===== src/hw/rtl/tdf_pkg.sv =====
// Shared types, constants and codes of the damping force evaluator.
`default_nettype none
package tdf_pkg;
  localparam int unsigned MaxTerms = 16;
  localparam int unsigned MaxExponent = 7;
  localparam int unsigned IdxW = $clog2(MaxTerms);
  localparam int unsigned CntW = $clog2(MaxTerms + 1);
  localparam int unsigned ExpW = 3;
  localparam int unsigned CoefW = 40;
  localparam int unsigned VelW = 24;
  localparam int unsigned AccW = 64;

  typedef enum logic [1:0] {
    ReqClear = 2'd0,
    ReqAppend = 2'd1,
    ReqEval = 2'd2,
    ReqNone = 2'd3
  } req_e;

  typedef enum logic [1:0] {
    StOk = 2'd0,
    StFull = 2'd1,
    StAxis = 2'd2,
    StSat = 2'd3
  } status_e;

  typedef enum logic [3:0] {
    FsmIdle,
    FsmRead,
    FsmLoad,
    FsmMul,
    FsmMulHi,
    FsmAccum,
    FsmDone
  } fsm_e;

  typedef struct packed {
    logic [CoefW-1:0] coef;
    logic [ExpW-1:0] eu;
    logic [ExpW-1:0] ev;
    logic [ExpW-1:0] ew;
  } term_t;

  // Controller to datapath.
  typedef struct packed {
    logic capture;     // take in the request item
    logic clear_sums;  // clear sums on every accepted request
    logic rd_en;       // read term at index
    logic [1:0] axis;
    logic [IdxW-1:0] idx;
    logic load;        // load term from read data
    logic mul_lo;      // low half multiply of current step
    logic mul_hi;      // high half multiply and update magnitude
    logic accum;       // subtract term from axis sum
  } cmd_t;

  // Datapath to controller.
  typedef struct packed {
    logic steps_done;  // no more multiply steps for this term
  } stat_t;

  function automatic logic [ExpW-1:0] clamp_exp(input logic [ExpW-1:0] e);
    logic [ExpW-1:0] r;
    r = e;
    if (32'(e) > MaxExponent) r = ExpW'(MaxExponent);
    return r;
  endfunction
endpackage
`default_nettype wire


===== src/hw/rtl/tdf_ctrl.sv =====
// Controller sequencing requests, term reads and multiply steps.
`default_nettype none
module tdf_ctrl (
  input  wire logic clk_i,
  input  wire logic rst_ni,
  input  wire logic in_valid_i,
  output logic in_ready_o,
  input  wire logic [1:0] req_type_i,
  input  wire logic [1:0] term_axis_i,
  output logic out_valid_o,
  input  wire logic out_ready_i,
  output logic [1:0] status_o,
  input  wire logic sat_i,
  input  wire tdf_pkg::stat_t stat_i,
  output tdf_pkg::cmd_t cmd_o,
  output logic wr_en_o,
  output logic [1:0] wr_axis_o,
  output logic [tdf_pkg::IdxW-1:0] wr_idx_o,
  output logic is_eval_o
);
  tdf_pkg::fsm_e state_q, state_d;
  logic [tdf_pkg::CntW-1:0] cnt_q [3];
  logic [tdf_pkg::CntW-1:0] idx_q, idx_d;
  logic [1:0] axis_q, axis_d;
  logic [1:0] status_q, status_d;
  logic is_eval_q, is_eval_d;
  logic accept;
  logic last_term;

  assign accept = in_valid_i && in_ready_o;
  assign in_ready_o = (state_q == tdf_pkg::FsmIdle);
  assign out_valid_o = (state_q == tdf_pkg::FsmDone);
  assign status_o = (is_eval_q && sat_i) ? tdf_pkg::StSat : status_q;
  assign is_eval_o = is_eval_q;
  assign last_term = (idx_q + 1'b1) >= cnt_q[axis_q];

  always_comb begin
    state_d = state_q;
    idx_d = idx_q;
    axis_d = axis_q;
    status_d = status_q;
    is_eval_d = is_eval_q;
    case (state_q)
      tdf_pkg::FsmIdle: begin
        if (accept) begin
          status_d = tdf_pkg::StOk;
          is_eval_d = 1'b0;
          state_d = tdf_pkg::FsmDone;
          if (req_type_i == tdf_pkg::ReqAppend) begin
            if (term_axis_i == 2'd3) status_d = tdf_pkg::StAxis;
            else if (cnt_q[term_axis_i] >= tdf_pkg::CntW'(tdf_pkg::MaxTerms))
              status_d = tdf_pkg::StFull;
          end else if (req_type_i == tdf_pkg::ReqEval) begin
            is_eval_d = 1'b1;
            axis_d = 2'd0;
            idx_d = '0;
            state_d = tdf_pkg::FsmRead;
          end
        end
      end
      tdf_pkg::FsmRead: begin
        if (idx_q >= cnt_q[axis_q]) begin
          if (axis_q == 2'd2) state_d = tdf_pkg::FsmDone;
          else begin
            axis_d = axis_q + 2'd1;
            idx_d = '0;
          end
        end else state_d = tdf_pkg::FsmLoad;
      end
      tdf_pkg::FsmLoad: state_d = tdf_pkg::FsmMul;
      tdf_pkg::FsmMul: begin
        if (stat_i.steps_done) state_d = tdf_pkg::FsmAccum;
        else state_d = tdf_pkg::FsmMulHi;
      end
      tdf_pkg::FsmMulHi: state_d = tdf_pkg::FsmMul;
      tdf_pkg::FsmAccum: begin
        state_d = tdf_pkg::FsmRead;
        if (last_term) begin
          if (axis_q == 2'd2) state_d = tdf_pkg::FsmDone;
          else begin
            axis_d = axis_q + 2'd1;
            idx_d = '0;
          end
        end else idx_d = idx_q + 1'b1;
      end
      tdf_pkg::FsmDone: if (out_ready_i) state_d = tdf_pkg::FsmIdle;
      default: state_d = tdf_pkg::FsmIdle;
    endcase
  end

  always_comb begin
    cmd_o = '0;
    cmd_o.axis = axis_q;
    cmd_o.idx = idx_q[tdf_pkg::IdxW-1:0];
    cmd_o.capture = (state_q == tdf_pkg::FsmIdle) && accept;
    cmd_o.clear_sums = cmd_o.capture;
    cmd_o.rd_en = (state_q == tdf_pkg::FsmRead);
    cmd_o.load = (state_q == tdf_pkg::FsmLoad);
    cmd_o.mul_lo = (state_q == tdf_pkg::FsmMul) && !stat_i.steps_done;
    cmd_o.mul_hi = (state_q == tdf_pkg::FsmMulHi);
    cmd_o.accum = (state_q == tdf_pkg::FsmAccum);
    wr_en_o = accept && (req_type_i == tdf_pkg::ReqAppend) && (term_axis_i != 2'd3)
              && (cnt_q[term_axis_i] < tdf_pkg::CntW'(tdf_pkg::MaxTerms));
    wr_axis_o = term_axis_i;
    wr_idx_o = cnt_q[term_axis_i][tdf_pkg::IdxW-1:0];
  end

  always_ff @(posedge clk_i or negedge rst_ni) begin
    if (!rst_ni) begin
      state_q <= tdf_pkg::FsmIdle;
      idx_q <= '0;
      axis_q <= '0;
      status_q <= '0;
      is_eval_q <= 1'b0;
      for (int i = 0; i < 3; i++) cnt_q[i] <= '0;
    end else begin
      state_q <= state_d;
      idx_q <= idx_d;
      axis_q <= axis_d;
      status_q <= status_d;
      is_eval_q <= is_eval_d;
      if (accept && req_type_i == tdf_pkg::ReqClear) begin
        for (int i = 0; i < 3; i++) cnt_q[i] <= '0;
      end else if (wr_en_o) begin
        cnt_q[term_axis_i] <= cnt_q[term_axis_i] + 1'b1;
      end
    end
  end
endmodule
`default_nettype wire


===== config.mk =====
export PLATFORM = sky130hd
export DESIGN_NAME = tdf_ctrl
export DESIGN_NICKNAME = d
export VERILOG_FILES = /design/src/hw/rtl/tdf_pkg.sv /design/src/hw/rtl/tdf_ctrl.sv
export SDC_FILE = /design/constraint.sdc
export NUM_CORES = 1
export LEC_CHECK = 0
export BUFFER_PORTS_ARGS = -buffer_cell sky130_fd_sc_hd__buf_2
export CORE_UTILIZATION = 55
export CTS_CLUSTER_SIZE = 24
export DETAILED_ROUTE_END_ITERATION = 10
export GPL_TIMING_DRIVEN = 0
export PLACE_DENSITY_LB_ADDON = 0.12
export REMOVE_ABC_BUFFERS = 1
export SLEW_MARGIN = 15
export SYNTH_ARGS = -nofsm -noshare
export SYNTH_HDL_FRONTEND = slang
export SYNTH_SLANG_ARGS = --single-unit

===== constraint.sdc =====
create_clock -name clk_i -period 7.5 [get_ports clk_i]
set_clock_uncertainty 0.2 [all_clocks]
set_input_delay 0.375 -clock clk_i [delete_from_list [all_inputs] [get_ports clk_i]]
set_output_delay 0.375 -clock clk_i [all_outputs]
set_load 0.02 [all_outputs]

Word level (Yosys, flattened, before mapping)
Index checks and enable logic that the tools add are counted.
Cells by class
  add/subtract/negate cells: 3
  multiply operators: 0
  div/mod/pow operators: 0
  order comparisons: 7
  equality and inequality tests: 18
  shift-type cells: 0
  mux-type cells: 41
  bitwise operators: 2
  reductions and logical operators: 19
Operator list (number)
  $mux 5: 11
  $mux 15: 2
  $pmux 4 s6: 1
  $bmux 5 s2: 2
  $mux 2: 9
  $mux 4: 4
  $bwmux 15: 1
  $pmux 5 s3: 1
  $eq 4x3->1 const B: 3
  $mux 3: 4
  $add 5x1->5 const B: 2
  $demux 5 s2: 1
  $ge 5x5->1: 2
  $ne 2x1->1 const B: 5
  $logic_and 1x1->1: 9
  $eq 4x2->1 const B: 2
  $eq 2x2->1 const B: 3
  $ge 3x3->1 const B: 2
  $not 2->3: 2
  $pmux 2 s3: 1
  $reduce_and 6->1: 1
  $ge 5x5->1 const B: 1
  $lt 5x5->1 const B: 1
  $reduce_and 5->1: 1
  other kinds (15): 19
Word-level totals
  flip-flop bits (word level): 29
  latch bits: 0
  memory bits (writable): 0
  bits in read-only memories: 0
  bits of input ports: 10
  output and inout port bits: 25
  word-level logic and storage cells: 98
  memories: 0

Longest topological paths before layout
  word-level depth: 8
  mapped depth: 10
  depth with buffers taken out: 10

Worst setup path after synthesis
No wires, ideal clock.
  path type: flip-flop to flip-flop
  start point: register axis_q[1]
  end point: register idx_q[0] (netlist name)
  setup time: 0.125 ns
  data arrival time: 2.590 ns
  required time: 7.175 ns
  slack: 4.585 ns
  cell stages (with the launch flop): 11
  buffers on the path: 1
  clock period less this slack: 2.915 ns
  cells stage by stage: dfrtp_1 clkbuf_1 mux2i_1 nor2_1 a21oi_1 ha_1 a21o_1 a31oi_1 o211ai_1 a221o_1 mux2_2
Between the ends
  word-level cells in the longest chain between the ends: 7
  elaborated cells between the ends (all ways): 13
  classes of those cells: order compare (2); eq/ne (2); mux (7); bitwise (1); reduce/logical (1)
Ends and longest elaborated chain
  from (decl): line tdf_ctrl.sv:24  | logic [1:0] axis_q, axis_d;
  from (signal assigned): line tdf_ctrl.sv:119  | axis_q <= axis_d;
  $not 2->3 (not written as such): line tdf_ctrl.sv:35, tdf_ctrl.sv:62
  $bmux 5 s2: line tdf_ctrl.sv:35, tdf_ctrl.sv:62
  $mux 5 (not written as such) (2 in series): line tdf_ctrl.sv:35, tdf_ctrl.sv:62
  $ge 5x5->1 (on tied branches): line tdf_ctrl.sv:62, tdf_ctrl.sv:35
  $ne 2x1->1 (no source line) or $mux 5 (tied branches)
  $reduce_and 5->1 (no source line) or $pmux 5 s3 (tied branches)
  to (signal assigned): line tdf_ctrl.sv:118  | idx_q <= idx_d;
  to (decl): line tdf_ctrl.sv:23  | logic [tdf_pkg::CntW-1:0] idx_q, idx_d;
Several ways; a longest one is shown, not always the timed one. The select of a mux whose other input is x is not followed.
A chain may end at the register's enable or synchronous reset.

Final worst setup path
  start point: register idx_q[0] (netlist name)
  end point: register idx_q[0] (netlist name)
Between the ends
  word-level cells in the longest chain between the ends: 4
  elaborated cells between the ends (all ways): 9
  classes of those cells: add/sub (1); order compare (2); eq/ne (1); mux (4); reduce/logical (1)
Ends and longest elaborated chain
  $add 5x1->5: line tdf_ctrl.sv:35, tdf_ctrl.sv:84
  $ge 5x5->1: line tdf_ctrl.sv:35  | assign last_term = (idx_q + 1'b1) >= cnt_q[axis_q];
  $mux 5: line tdf_ctrl.sv:78  | if (last_term) begin
  $pmux 5 s3: line tdf_ctrl.sv:43  | case (state_q)
Several ways; a longest one is shown, not always the timed one. The select of a mux whose other input is x is not followed.

==> summary.txt <==
Logic synthesis
  – Synth top area cells: dfrtp_1, ha_1, mux2i_1, o21ai_0, nand3_1
  – Asr flop ratio synth: 100%
  – Top-area cell type share of the netlist area: 36.5%
  – Syn Area/Cell: 8.94 um2
  – Primary FF master, synth: dfrtp_1
  – Largest family of logic cells by synthesized area: compound AO/OA/AOI/OAI gates
  – Area of the mapped netlist: 1920 um2
  – Mux contribution to synthesized area: 6.32%
  – Most common cell in the netlist: dfrtp_1
  – Post-synthesis compound-gate area fraction: 21.0%
  – Post-synthesis sequential area ratio: 36.5%
  – Syn Inst Count: 215
  – Synth cell types: 45
  – Commonest cells in the netlist: dfrtp_1, o21ai_0, nand3_1, nand2_1, ha_1
  – Post-Synth Simple-Gate Area: 19.8%
  – Share of the synthesized netlist area taken by xor and xnor gates: 1.82%
  – EDFF count, synth: 0
  – Seq cells post-synth: 28
  – YS warnings: 0
  – Synth Area in Adders: 8.46%
  – Leading area contributor after synthesis: dfrtp_1

CTS
  – CTS sink cnt: 28
  – H-tree levels: 1
  – Worst-Skew Late Latency: 0.33 ns
  – Post-CTS resize count: 0
  – Clock buffer depth: 2
  – Num CTS Buffers: 3
  – CTS tree: yes
  – Root Driver: clkbuf_4
  – Reg clk slew, reported paths: 0.16 ns

Placement
  – Worst slack, placed: 4.44 ns
  – Hpwl dp: 3.11 mm
  – GPL Wtd Cong: 0.855
  – PortBufs: 34

Worst setup path
  – RR Endpoint: idx_q[0]
  – Setup crit start kind: register
  – R2r setup slk: 4.41 ns
  – CP Data Arrival Time: 3.11 ns
  – Critical path peak fanout: 5
  – Critical path capture point type: register
  – WP data required: 7.52 ns
  – R2R depth: 9
  – R2R Path Start: idx_q[0]
  – Setup CP Type: reg2reg

Timing
  – Finish-stage setup viols: 0
  – Setup slack after layout: 4.41 ns
  – Final min period: 3.09 ns
  – RSZ-0062 raised after global routing: false
  – Fmax: 324 MHz
  – Final TNS setup: 0 ns
  – Final worst path period share: 41.2%
  – Final Slew Violations: 0
  – Slew @ Worst Pin: 0.591 ns
  – Worst slew margin: 59.6%
  – Final Hold Viols: 0

Cells and area
  – Layout cells sized above 1: 17.7%
  – Post-layout util: 63.5%
  – Antenna diodes: 0
  – NumNets Final: 261
  – Area Overhead vs Synth: 10.3%
  – Layout fillers: 330

Power and ir drop
  – Worst VDD drop: 0.111 mV
  – Leak: 1.06 nW
  – Pwr Density: 271 nW/um2
  – Total power: 0.000575 W

Routing
  – Via/cell ratio: 5.79
  – Drt wl/cell: 14.1 um
  – Vias: 1639
  – Remaining DRCs: 2
  – DRT Pass-1 Iters: 7
  – Routed Antenna Nets: 0
  – Initial DRC count: 88
  – Total Wirelength: 3.99 mm

Hold path
  – Worst hold path class: in2reg
  – HP Start: out_ready_i
  – Hold Path Sink: state_q[2]
  – Min-Delay Path Depth: 3

Global route
  – Largest net degree at the start of global routing: 29
  – Total track usage: 23.2%
  – Grt total ovfl: 0
  – First-pass GRT wire length: 6.56 mm
  – Initial antenna violation count: 0
  – Vias in the first global route: 1462

Run status
  – Run status: finished with violations
  – Failing checks: design-rule violations

Floorplan
  – Floorplan core area: 3340 um2
  – Die height: 61.1 um
  – I/O pins: 35
  – Initial Util: 57.6%
  – Die extent in x: 61.1 um
  – Die area: 3730 um2
  – Row cnt: 21

Job
  – Max cap viols: 0
==> worst max-delay path by stage <==
stage | startpoint | to | slack (ns) | cells after the start
detailed placement | idx_q[0] | idx_q[0] | 4.44 | 9
global placement | idx_q[0] | idx_q[0] | 4.51 | 9
global route | axis_q[0] | idx_q[0] | 4.25 | 10
CTS | idx_q[0] | idx_q[0] | 4.42 | 9
floorplan | idx_q[0] | idx_q[0] | 4.61 | 9
finish | idx_q[0] | idx_q[0] | 4.41 | 9
==> layout make-up <==
type | count | area (um2) | share of cell area (%)
multi-input combinational | 163 | 1100 | 52.0
sequential | 28 | 701 | 33.1
timing repair buffer | 35 | 180 | 8.50
tap | 46 | 57.6 | 2.72
clock inverter | 1 | 30.0 | 1.42
inverter | 7 | 26.3 | 1.24
clock buffer | 3 | 22.5 | 1.06
==> layout by cell type, fill, tap and decap left out, drive strengths merged, types with 3 or more instances in the layout <==
cell | Yosys | routed
inv | 7 | 7
a21oi | 6 | 6
mux2i | 11 | 11
ha | 13 | 13
nor2 | 10 | 10
a21o | 5 | 5
a31oi | 4 | 4
a22o | 4 | 4
xnor2 | 3 | 3
buf | 9 | 34
nand2 | 14 | 14
clkbuf | 8 | 3
dfrtp | 28 | 28
nand3 | 17 | 17
nor3 | 3 | 3
nand2b | 5 | 5
nor3b | 5 | 5
o21ai | 27 | 27
nor2b | 4 | 4
==> state kept, by name, summed over array words and instances (netlist names) <==
| register | count |
|---|---|
| is_eval_o | 1 |
| status_q | 2 |
| cnt_q | 15 |
| state_q | 3 |
| axis_q | 2 |
| idx_q | 5 |
==> critical path, cell delays in order (launching register included) <==
cell,delay (ns)
dfrtp_1,0.46
ha_1,0.25
nor2b_1,0.15
or2_2,0.28
ha_1,0.31
a21o_1,0.18
a31oi_1,0.28
o211ai_1,0.18
a221o_1,0.41
mux2_2,0.30
==> stage by stage <==
stage | hold slack [ns] | std cells | cell area, um2
floorplan | -0.121 | 198 | 1830
global placement | 0.218 | 278 | 2060
detailed placement | 0.227 | 278 | 2060
CTS | 0.108 | 283 | 2120
global route | 0.111 | 283 | 2120
finish | 0.120 | 283 | 2120
==> power breakdown <==
part           internal, W  switching [W]  leakage (nW)  total [W]
Clock            0.0000540      0.0000450        0.0279  0.0000991
Sequential        0.000178      0.0000549         0.380   0.000233
Combinational     0.000101       0.000142         0.654   0.000244
==> cells by family after synthesis <==
logic type                 after synthesis
AOI/OAI and AO/OA                       63
muxes                                   12
xor gates and xnor gates                 4
adders and majority gates               13
DFF                                     28
and+or+nand+nor                         71
buffers and inverters                   24
==> routing by layer <==
| metal | wire length [um] | vias up | share of wire, % | track usage (%) |
|---|---|---|---|---|
| li1 | - | 830 | - | - |
| met1 | 1870 | 793 | 47 | 31.3 |
| met2 | 2050 | 16 | 51 | 38.7 |
| met3 | 65 | 0 | 1.6 | 2.31 |
| met4 | 0 | 0 | 0 | 8.12 |
| met5 | 0 | - | 0 | 0 |
==> what timing repair did <==
| item | 4_1_cts | 5_1_grt |
|---|---|---|
| endpoints found under the hold margin | 28 | 0 |
| hold buffers | 1 | 0 |
| setup buffers | 0 | 0 |
Note: power is estimated with default switching activity, not from simulation.
