<file path="src/hw/rtl/tdf_pkg.sv">
// Shared types, constants and codes of the damping force evaluator.
`default_nettype none
package tdf_pkg;
  localparam int unsigned MaxTerms = 16;
  localparam int unsigned MaxExponent = 7;
  localparam int unsigned IdxW = $clog2(MaxTerms);
  localparam int unsigned CntW = $clog2(MaxTerms + 1);
  localparam int unsigned ExpW = 3;
  localparam int unsigned CoefW = 40;
  localparam int unsigned VelW = 24;
  localparam int unsigned AccW = 64;

  typedef enum logic [1:0] {
    ReqClear = 2'd0,
    ReqAppend = 2'd1,
    ReqEval = 2'd2,
    ReqNone = 2'd3
  } req_e;

  typedef enum logic [1:0] {
    StOk = 2'd0,
    StFull = 2'd1,
    StAxis = 2'd2,
    StSat = 2'd3
  } status_e;

  typedef enum logic [3:0] {
    FsmIdle,
    FsmRead,
    FsmLoad,
    FsmMul,
    FsmMulHi,
    FsmAccum,
    FsmDone
  } fsm_e;

  typedef struct packed {
    logic [CoefW-1:0] coef;
    logic [ExpW-1:0] eu;
    logic [ExpW-1:0] ev;
    logic [ExpW-1:0] ew;
  } term_t;

  // Controller to datapath.
  typedef struct packed {
    logic capture;     // take in the request item
    logic clear_sums;  // clear sums on every accepted request
    logic rd_en;       // read term at index
    logic [1:0] axis;
    logic [IdxW-1:0] idx;
    logic load;        // load term from read data
    logic mul_lo;      // low half multiply of current step
    logic mul_hi;      // high half multiply and update magnitude
    logic accum;       // subtract term from axis sum
  } cmd_t;

  // Datapath to controller.
  typedef struct packed {
    logic steps_done;  // no more multiply steps for this term
  } stat_t;

  function automatic logic [ExpW-1:0] clamp_exp(input logic [ExpW-1:0] e);
    logic [ExpW-1:0] r;
    r = e;
    if (32'(e) > MaxExponent) r = ExpW'(MaxExponent);
    return r;
  endfunction
endpackage
`default_nettype wire

</file>
<file path="src/hw/rtl/tdf_datapath.sv">
// Term memories, shared 32x24 multiplier and saturating axis accumulators.
`default_nettype none
module tdf_datapath (
  input  wire logic clk_i,
  input  wire tdf_pkg::cmd_t cmd_i,
  output tdf_pkg::stat_t stat_o,
  input  wire logic wr_en_i,
  input  wire logic [1:0] wr_axis_i,
  input  wire logic [tdf_pkg::IdxW-1:0] wr_idx_i,
  input  wire logic [tdf_pkg::CoefW-1:0] coefficient_i,
  input  wire logic [tdf_pkg::ExpW-1:0] exp_u_i,
  input  wire logic [tdf_pkg::ExpW-1:0] exp_v_i,
  input  wire logic [tdf_pkg::ExpW-1:0] exp_w_i,
  input  wire logic [tdf_pkg::VelW-1:0] vel_x_i,
  input  wire logic [tdf_pkg::VelW-1:0] vel_y_i,
  input  wire logic [tdf_pkg::VelW-1:0] yaw_rate_i,
  input  wire logic is_eval_i,
  output logic [63:0] force_x_o,
  output logic [63:0] force_y_o,
  output logic [63:0] moment_z_o,
  output logic sat_o
);
  localparam logic [63:0] SignBit = 64'h8000_0000_0000_0000;
  localparam logic [63:0] PosMax = 64'h7FFF_FFFF_FFFF_FFFF;

  tdf_pkg::term_t mem_s [tdf_pkg::MaxTerms];
  tdf_pkg::term_t mem_y [tdf_pkg::MaxTerms];
  tdf_pkg::term_t mem_w [tdf_pkg::MaxTerms];
  tdf_pkg::term_t rd_s_q, rd_y_q, rd_w_q, rd_term;
  tdf_pkg::term_t wr_term;

  logic [tdf_pkg::VelW-1:0] vmag_q [3];
  logic [2:0] vneg_q;
  logic [63:0] sum_q [3];
  logic sat_q;
  logic [1:0] rd_axis_q;

  logic [63:0] mag_q;
  logic neg_q;
  logic [1:0] vsel_q;
  logic [2:0] left_q;
  // Remaining exponents held for the term being worked.
  logic [2:0] ev_q, ew_q;
  logic [55:0] lo_q;
  logic [31:0] mul_a;
  logic [55:0] prod;
  logic [23:0] vm;
  logic [1:0] vm_sel;
  logic vflip;
  logic [63:0] limit;
  logic [63:0] r;
  logic [63:0] term_val, diff;
  logic [2:0] e_u, e_v, e_w;
  logic [1:0] vsel_d;
  logic [2:0] left_d;
  logic [1:0] fl_s;

  assign wr_term = '{coef: coefficient_i, eu: tdf_pkg::clamp_exp(exp_u_i),
                     ev: tdf_pkg::clamp_exp(exp_v_i), ew: tdf_pkg::clamp_exp(exp_w_i)};

  always_ff @(posedge clk_i) begin
    if (wr_en_i && wr_axis_i == 2'd0) mem_s[wr_idx_i] <= wr_term;
    if (wr_en_i && wr_axis_i == 2'd1) mem_y[wr_idx_i] <= wr_term;
    if (wr_en_i && wr_axis_i == 2'd2) mem_w[wr_idx_i] <= wr_term;
    if (cmd_i.rd_en) begin
      rd_s_q <= mem_s[cmd_i.idx];
      rd_y_q <= mem_y[cmd_i.idx];
      rd_w_q <= mem_w[cmd_i.idx];
      rd_axis_q <= cmd_i.axis;
    end
  end

  always_comb begin
    case (rd_axis_q)
      2'd0: rd_term = rd_s_q;
      2'd1: rd_term = rd_y_q;
      default: rd_term = rd_w_q;
    endcase
  end

  assign e_u = rd_term.eu;
  assign e_v = rd_term.ev;
  assign e_w = rd_term.ew;

  // Next velocity to work on, skipping zero exponents.
  always_comb begin
    vsel_d = vsel_q;
    left_d = left_q;
    if (left_q == 3'd0) begin
      if (vsel_q == 2'd0 && ev_q != 3'd0) begin
        vsel_d = 2'd1; left_d = ev_q;
      end else if ((vsel_q == 2'd0 || vsel_q == 2'd1) && ew_q != 3'd0) begin
        vsel_d = 2'd2; left_d = ew_q;
      end else vsel_d = 2'd3;
    end
  end
  assign fl_s = vsel_d;
  assign stat_o.steps_done = (fl_s == 2'd3);

  // Sign flip taken on when the walk moves on to the sway or yaw velocity.
  assign vflip = (vsel_d == 2'd1) ? (vneg_q[1] && (ev_q[1] ^ ev_q[0]))
                                  : (vneg_q[2] && (ew_q[1] ^ ew_q[0]));

  // The high half reuses the velocity chosen for the low half of the same step.
  assign vm_sel = cmd_i.mul_hi ? vsel_q : fl_s;
  assign vm = vmag_q[vm_sel == 2'd3 ? 2'd0 : vm_sel];
  assign mul_a = cmd_i.mul_hi ? mag_q[63:32] : mag_q[31:0];
  assign prod = 56'(mul_a) * 56'(vm);
  assign limit = neg_q ? SignBit : PosMax;
  assign r = {prod[43:0], 20'd0} + 64'(lo_q >> 12);

  assign term_val = neg_q ? (64'd0 - mag_q) : mag_q;
  assign diff = sum_q[rd_axis_q] - term_val;

  always_ff @(posedge clk_i) begin
    if (cmd_i.capture) begin
      vmag_q[0] <= vel_x_i[23] ? (24'd0 - vel_x_i) : vel_x_i;
      vmag_q[1] <= vel_y_i[23] ? (24'd0 - vel_y_i) : vel_y_i;
      vmag_q[2] <= yaw_rate_i[23] ? (24'd0 - yaw_rate_i) : yaw_rate_i;
      vneg_q <= {yaw_rate_i[23], vel_y_i[23], vel_x_i[23]};
    end
    if (cmd_i.clear_sums) begin
      for (int i = 0; i < 3; i++) sum_q[i] <= '0;
      sat_q <= 1'b0;
    end
    if (cmd_i.load) begin
      mag_q <= rd_term.coef[39] ? (64'd0 - 64'($signed(rd_term.coef)))
                                : 64'(rd_term.coef);
      // The surge flip applies from the first multiply; later ones as they start.
      neg_q <= rd_term.coef[39]
             ^ (vneg_q[0] && e_u != 0 && e_u[1] ^ e_u[0] ? 1'b1 : 1'b0);
      vsel_q <= 2'd0;
      left_q <= e_u;
      ev_q <= e_v;
      ew_q <= e_w;
    end
    if (cmd_i.mul_lo) begin
      vsel_q <= vsel_d;
      left_q <= left_d - 3'd1;
      lo_q <= prod;
      if (vsel_d != vsel_q) neg_q <= neg_q ^ vflip;
    end
    if (cmd_i.mul_hi) begin
      if (prod >= 56'h800_0000_0000 || r > limit) begin
        mag_q <= limit;
        sat_q <= 1'b1;
      end else mag_q <= r;
    end
    if (cmd_i.accum) begin
      if (((sum_q[rd_axis_q] ^ term_val) & SignBit) != 0 &&
          ((diff ^ sum_q[rd_axis_q]) & SignBit) != 0) begin
        sum_q[rd_axis_q] <= sum_q[rd_axis_q][63] ? SignBit : PosMax;
        sat_q <= 1'b1;
      end else sum_q[rd_axis_q] <= diff;
    end
  end

  assign force_x_o = is_eval_i ? sum_q[0] : 64'd0;
  assign force_y_o = is_eval_i ? sum_q[1] : 64'd0;
  assign moment_z_o = is_eval_i ? sum_q[2] : 64'd0;
  assign sat_o = sat_q;
endmodule
`default_nettype wire

</file>
<file path="config.mk">
export PLATFORM = sky130hd
export DESIGN_NAME = tdf_datapath
export DESIGN_NICKNAME = d
export VERILOG_FILES = /design/src/hw/rtl/tdf_pkg.sv /design/src/hw/rtl/tdf_datapath.sv
export SDC_FILE = /design/constraint.sdc
export NUM_CORES = 2
export LEC_CHECK = 0
export BUFFER_PORTS_ARGS = -buffer_cell sky130_fd_sc_hd__buf_2
export CORE_AREA = 2 2 696 698
export DETAILED_ROUTE_END_ITERATION = 7
export DIE_AREA = 0 0 698 700
export HOLD_SLACK_MARGIN = 0.15
export RECOVER_POWER = 100
export SYNTH_ARGS = -nofsm -noshare
export SYNTH_HDL_FRONTEND = slang
export SYNTH_SLANG_ARGS = --single-unit
</file>
<file path="constraint.sdc">
create_clock -name clk_i -period 18.9 [get_ports clk_i]
set_input_delay 3.78 -clock clk_i [delete_from_list [all_inputs] [get_ports clk_i]]
set_output_delay 3.78 -clock clk_i [all_outputs]
set_load 0.005 [all_outputs]
</file>
# Yosys cells after proc, flatten, opt, wreduce, memory -nomap -nowiden
# Memories as Yosys holds them, arrays and structs flattened. A register that Yosys moved wholly into a read port is not among the register bits.
# Cells that the tools add are included.
# word_totals
register_bits,138
mem_bits_rw,2616
input_bits,143
out_inout_bits,194
word_cells,118
mem_count,5
# memory_table
memory,words,word_bits,read_ports,rd_clocked_by_memory_dff,wr,line,source
mem_s,16,49,1,1,1,tdf_datapath.sv:26,tdf_pkg::term_t mem_s [tdf_pkg::MaxTerms];
mem_w,16,49,1,1,1,tdf_datapath.sv:28,tdf_pkg::term_t mem_w [tdf_pkg::MaxTerms];
mem_y,16,49,1,1,1,tdf_datapath.sv:27,tdf_pkg::term_t mem_y [tdf_pkg::MaxTerms];
sum_q,3,64,4,1,4,tdf_datapath.sv:34,logic [63:0] sum_q [3];
vmag_q,3,24,1,0,3,tdf_datapath.sv:32,logic [tdf_pkg::VelW-1:0] vmag_q [3];
# op_classes
addsub,8
mul,1
magnitude_cmp,2
n_eq_ne,8
n_mux,55
bitwise_logic,8
reduce_logical,21
# ops
op,count
64-bit two-way mux,11
64-bit bitwise XOR,2
49-bit case mux with 2 select lines,1
24-bit two-way mux,3
1-bit by 24-bit subtractor with 24-bit output (first input constant),3
64-bit by 44-bit adder with 64-bit output,1
64-bit greater-than comparator,1
1-bit by 64-bit subtractor with 64-bit output (first input constant),1
64-bit subtractor,1
56-bit by 44-bit greater-or-equal comparator with 1-bit output (second input constant),1
32-bit by 24-bit multiplier with 56-bit output,1
1-bit by 40-bit subtractor with 41-bit output (first input constant),1
32-bit two-way mux,1
1-bit two-way mux,27
3-bit two-way mux,5
2-bit two-way mux,7
1-bit logical AND,10
3-bit nonzero test,3
2-bit by 1-bit == test with 1-bit output (second input constant),4
2-bit == test (second input constant),3
2-bit zero test,3
1-bit bitwise XOR,5
2-bit nonzero test,2
3-bit zero test,1
other kinds (4),5

# Longest topological paths before layout
# An unclocked memory read counts as a cell.
# depth
word_depth,18
ltp_mapped,60
depth_no_buf,55

# Worst setup path before layout
# OpenSTA, ideal clock, no wires.
# synth_timing
kind,input to register
from,input cmd_i[1] (netlist bit)
to,"register mag_q[20], data pin"
setup_ps,271
arrival_ps,14778
t_required_ps,18629
path_slack_ps,3850
cell_stages,50
n_path_buf,6
cell_sequence,clkbuf_1 nor2_1 a21oi_1 a21oi_1 clkbuf_1 o22ai_1 nor2_1 clkbuf_1 nand2_1 fa_1 inv_1 fa_1 inv_1 fa_1 fa_1 fa_1 inv_1 fa_1 [14 not listed] a221o_1 nand4_2 nor4_2 xnor2_1 ha_1 nand3_1 nor3_1 nand4_1 nor2_1 o21ai_0 nor4_1 o2111ai_1 or4_1 buf_2 nand3_1 buf_4 buf_6 o211ai_1
# synth_between
elab_chain_cells,10
elab_cells_between_ends,12
cone_classes,add/sub: 1; mul: 1; order compare: 2; eq/ne: 1; mux: 5; reduce/logical: 1; memory: 1
# synth_rtl
item,line,source
start: declaration,tdf_datapath.sv:5,"input wire tdf_pkg::cmd_t cmd_i,"
2-bit two-way mux,tdf_datapath.sv:105,assign vm_sel = cmd_i.mul_hi ? vsel_q : fl_s;
2-bit == test,tdf_datapath.sv:106,assign vm = vmag_q[vm_sel == 2'd3 ? 2'd0 : vm_sel];
2-bit two-way mux,tdf_datapath.sv:106,
memory read 3 x 24 bit,--,
32-bit by 24-bit multiplier with 56-bit output (*),tdf_datapath.sv:108,assign prod = 56'(mul_a) * 56'(vm);
named net prod[18],tdf_datapath.sv:46,logic [55:0] prod;
64-bit by 44-bit adder with 64-bit output,tdf_datapath.sv:110,"assign r = {prod[43:0], 20'd0} + 64'(lo_q >> 12);"
64-bit greater-than comparator,tdf_datapath.sv:144,if (prod >= 56'h800_0000_0000 || r > limit) begin
1-bit logical OR (*),tdf_datapath.sv:144,
64-bit two-way mux (*),tdf_datapath.sv:144,
64-bit two-way mux (*),tdf_datapath.sv:143,if (cmd_i.mul_hi) begin
end signal: assignment,tdf_datapath.sv:127,mag_q <= rd_term.coef[39] ? (64'd0 - 64'($signed(rd_term.coef)))
end signal: assignment,tdf_datapath.sv:145,mag_q <= limit;
end signal: assignment,tdf_datapath.sv:147,end else mag_q <= r;
end: declaration,tdf_datapath.sv:38,logic [63:0] mag_q;
# Mark *: on every way through the listed nets, which the timed path passes. The rest lies on a longest branch.
# A chain may end at the register's enable or synchronous reset.

# Worst setup path in the final report
# layout_timing
from,input cmd_i[1] (netlist bit)
to,"register mag_q[31], data pin"
# The elaborated chain is that of the path after synthesis.

==> metrics <==
synth cell count leaders=edfxtp_1, mux4_2, inv_1; clock skew=0.09753 ns; fin. max-slew vios=6544; endpoints failing setup=0; Reg clk slew, reported paths=0.06 ns; initial drt markers=9253; WHS Path Cells=2; DRT Pass-1 Iters=8; CTS hold repair buffers=0; count leader, synth=edfxtp_1; Initial Utilization=30.87%; status=finished, violations left; die width=698 microns; Detail Placement HPWL=292300 microns; Post-synth EDFFs=2951; clock root cell=clkbuf_16; Vias/cell=5.212; routed len/inst=26.97 microns; worst skew pair latency=0.96 ns; Crit Path Category=input port to register; row count=255; layout cells sized above 1=16.83%; initial antenna violation count=63; vias in the first global route=86330; Final Hold Viols=0; Tcrit/Tclk final=93.24%; Max Cap Violations=170; FF-to-FF End=mag_q[31]$_DFFE_PP_; GRT Residual Overflow=0; reg-to-reg slack, setup=2.78 ns; Max Fclk=56.74 MHz; worst path buffer plus inverter count=8; drt drc=0; largest cells by area after synthesis=edfxtp_1, mux4_2, fa_1, ha_1, inv_1; RSZ-0062 raised after global routing=false; Synth-to-Final Area Change=12.99%; DIE AREA=488600 sq um; drt total wl=445600 microns; first-pass GRT wire length=635100 microns; Yosys Warn Count=0; Routed Antenna Nets=0; slowest CP cell=nor2_1; Post-CTS Resized=0; GPL Wtd Cong=0.9112; worst endpoint required time=19.59 ns; CTS tree=yes; Final Critical Period=17.62 ns; Sink Count=2955; Slew HR=-350.0%; Top Family by Delay on Critical Path=simple AND/OR/NAND/NOR gates; via count=86100; WHS Endpoint=mag_q[1]$_DFFE_PP_; Num CTS Buffers=311; Cell Area, Synth=148500 sq um; cells after synthesis=9459; Filler cells=46060; setup TNS=0 ns; Max clock buf depth=4; Setup Buffers After CTS=0; hold_sp=lo_q[13]$_DFFE_PP_; FF-to-FF Start=vsel_q[0]$_SDFFCE_PN0P_; gr usage total=17.79%; slew of the pin with the lowest slew margin=6.749 ns; cell taking the most area after synthesis=edfxtp_1; Hold WC Path Type=register to register; predominant post-synthesis flop cell=edfxtp_1; synthesis-stage register bit count=2955; synth unique cells=96; Core Footprint=481100 sq um; crit path DAT=18.31 ns; Syn Nets=10600; sequential area share after synthesis=59.71%; die height=700 microns; CP most frequent cell=fa_1; startpoint class of the critical path=input port; violated checks=capacitance limit, slew limit; H-tree levels=5; ys async rst share=0%; # IOs=337; Synth top area share=59.66%; largest net degree at the start of global routing=139; syn avg cell area=15.70 sq um; r2r worst-path depth=44; crit end category=register; port buffer count=336; Final #Nets=10970; crit-path max cell delay=1.19 ns; crit path max fanout=34
-- worst max-delay path by stage --
stage                   from                   to  slack [ns]  depth (start not counted)
finish              cmd_i[1]  mag_q[31]$_DFFE_PP_        1.28                         42
global route        cmd_i[1]  mag_q[31]$_DFFE_PP_        0.44                         43
CTS                 cmd_i[1]  mag_q[31]$_DFFE_PP_        2.02                         47
detailed placement  cmd_i[1]  mag_q[31]$_DFFE_PP_        1.07                         47
global placement    cmd_i[1]  mag_q[34]$_DFFE_PP_        1.34                         47
floorplan           cmd_i[1]  mag_q[20]$_DFFE_PP_        3.85                         50
-- routing by layer --
metal	up-vias	global-route usage, %	part of all wire [%]
met4	26	6.370	3.9
met3	790	3.342	8.0
li1	36200	-	-
met2	3677	28.74	47
met5	-	0	0.037
met1	45410	23.99	41
-- placed cells by master (no fill, tap or decap), types with 64 or more instances in the layout --
master / count
nand2_1: 664
nand3_1: 97
edfxtp_1: 2951
a21oi_1: 248
xor2_1: 132
fa_1: 660
mux2i_1: 92
clkbuf_16: 318
clkinv_1: 81
ha_1: 342
a21o_1: 70
mux4_2: 788
nor2_1: 551
and2_1: 64
xnor2_1: 173
buf_2: 225
inv_1: 773
o21ai_0: 421
buf_4: 111
clkbuf_1: 237
and2_0: 139
-- cells by family (layout without fill, tap and decap cells) --
| kind of cell | after synthesis | count (layout) | share of synthesized area (%) |
|---|---|---|---|
| flops | 2955 | 2955 | 59.71 |
| buf+inv | 1264 | 1878 | 3.261 |
| fa+ha+maj | 1002 | 1002 | 11.78 |
| xor+xnor | 306 | 306 | 1.809 |
| other cells | 0 | 22 | 0 |
| mux | 925 | 925 | 12.90 |
| simple gates | 1884 | 1884 | 5.890 |
| compound gates | 1123 | 1123 | 4.650 |
-- metrics by stage --
step           hold WS (ns)  cells  cell area, sq um  setup WS (ns)  utilization (%)
3_5_place_dp         0.5995  15930            158600          1.067            32.96
3_3_place_gp         0.5997  15930            158600          1.337            32.96
4_1_cts              0.6137  16500            168700          2.021            35.06
2_1_floorplan        0.4842   9459            148500          3.850                -
5_1_grt              0.6560  16510            167800         0.4419            34.88
6_report             0.6060  16520            167800          1.277            34.88
-- worst min-delay path, delay by kind of cell, from the launching register on --
family             cells  cell delay (ns)
AOI/OAI and AO/OA      1             0.10
DFF                    1             0.35
and+or+nand+nor        1             0.06
-- cell type report --
cell class | instances | area [sq um] | area share [%]
Antenna cell | 22 | 55.05 | 0.03280
Clock buffer | 365 | 8134 | 4.846
Clock inverter | 201 | 1976 | 1.177
Inverter | 774 | 2905 | 1.731
Multi-Input combinational cell | 5240 | 55170 | 32.87
Sequential cell | 2955 | 88710 | 52.85
Tap cell | 6425 | 8039 | 4.790
Timing Repair Buffer | 538 | 2859 | 1.703
-- registers in the layout (all words and copies together), names as in the netlist, 3 cells and up, named ones only --
name and count:
left_q 3, sum_q 256, rd_w_q 49, ew_q 3
vmag_q 72, mem_w 784, lo_q 44, rd_y_q 49
ev_q 3, mem_s 784, mem_y 784, vneg_q 3
rd_s_q 49, mag_q 64
Power is not shown: default switching activity piles up to over one toggle a cycle in this logic, so the estimate is an artifact.
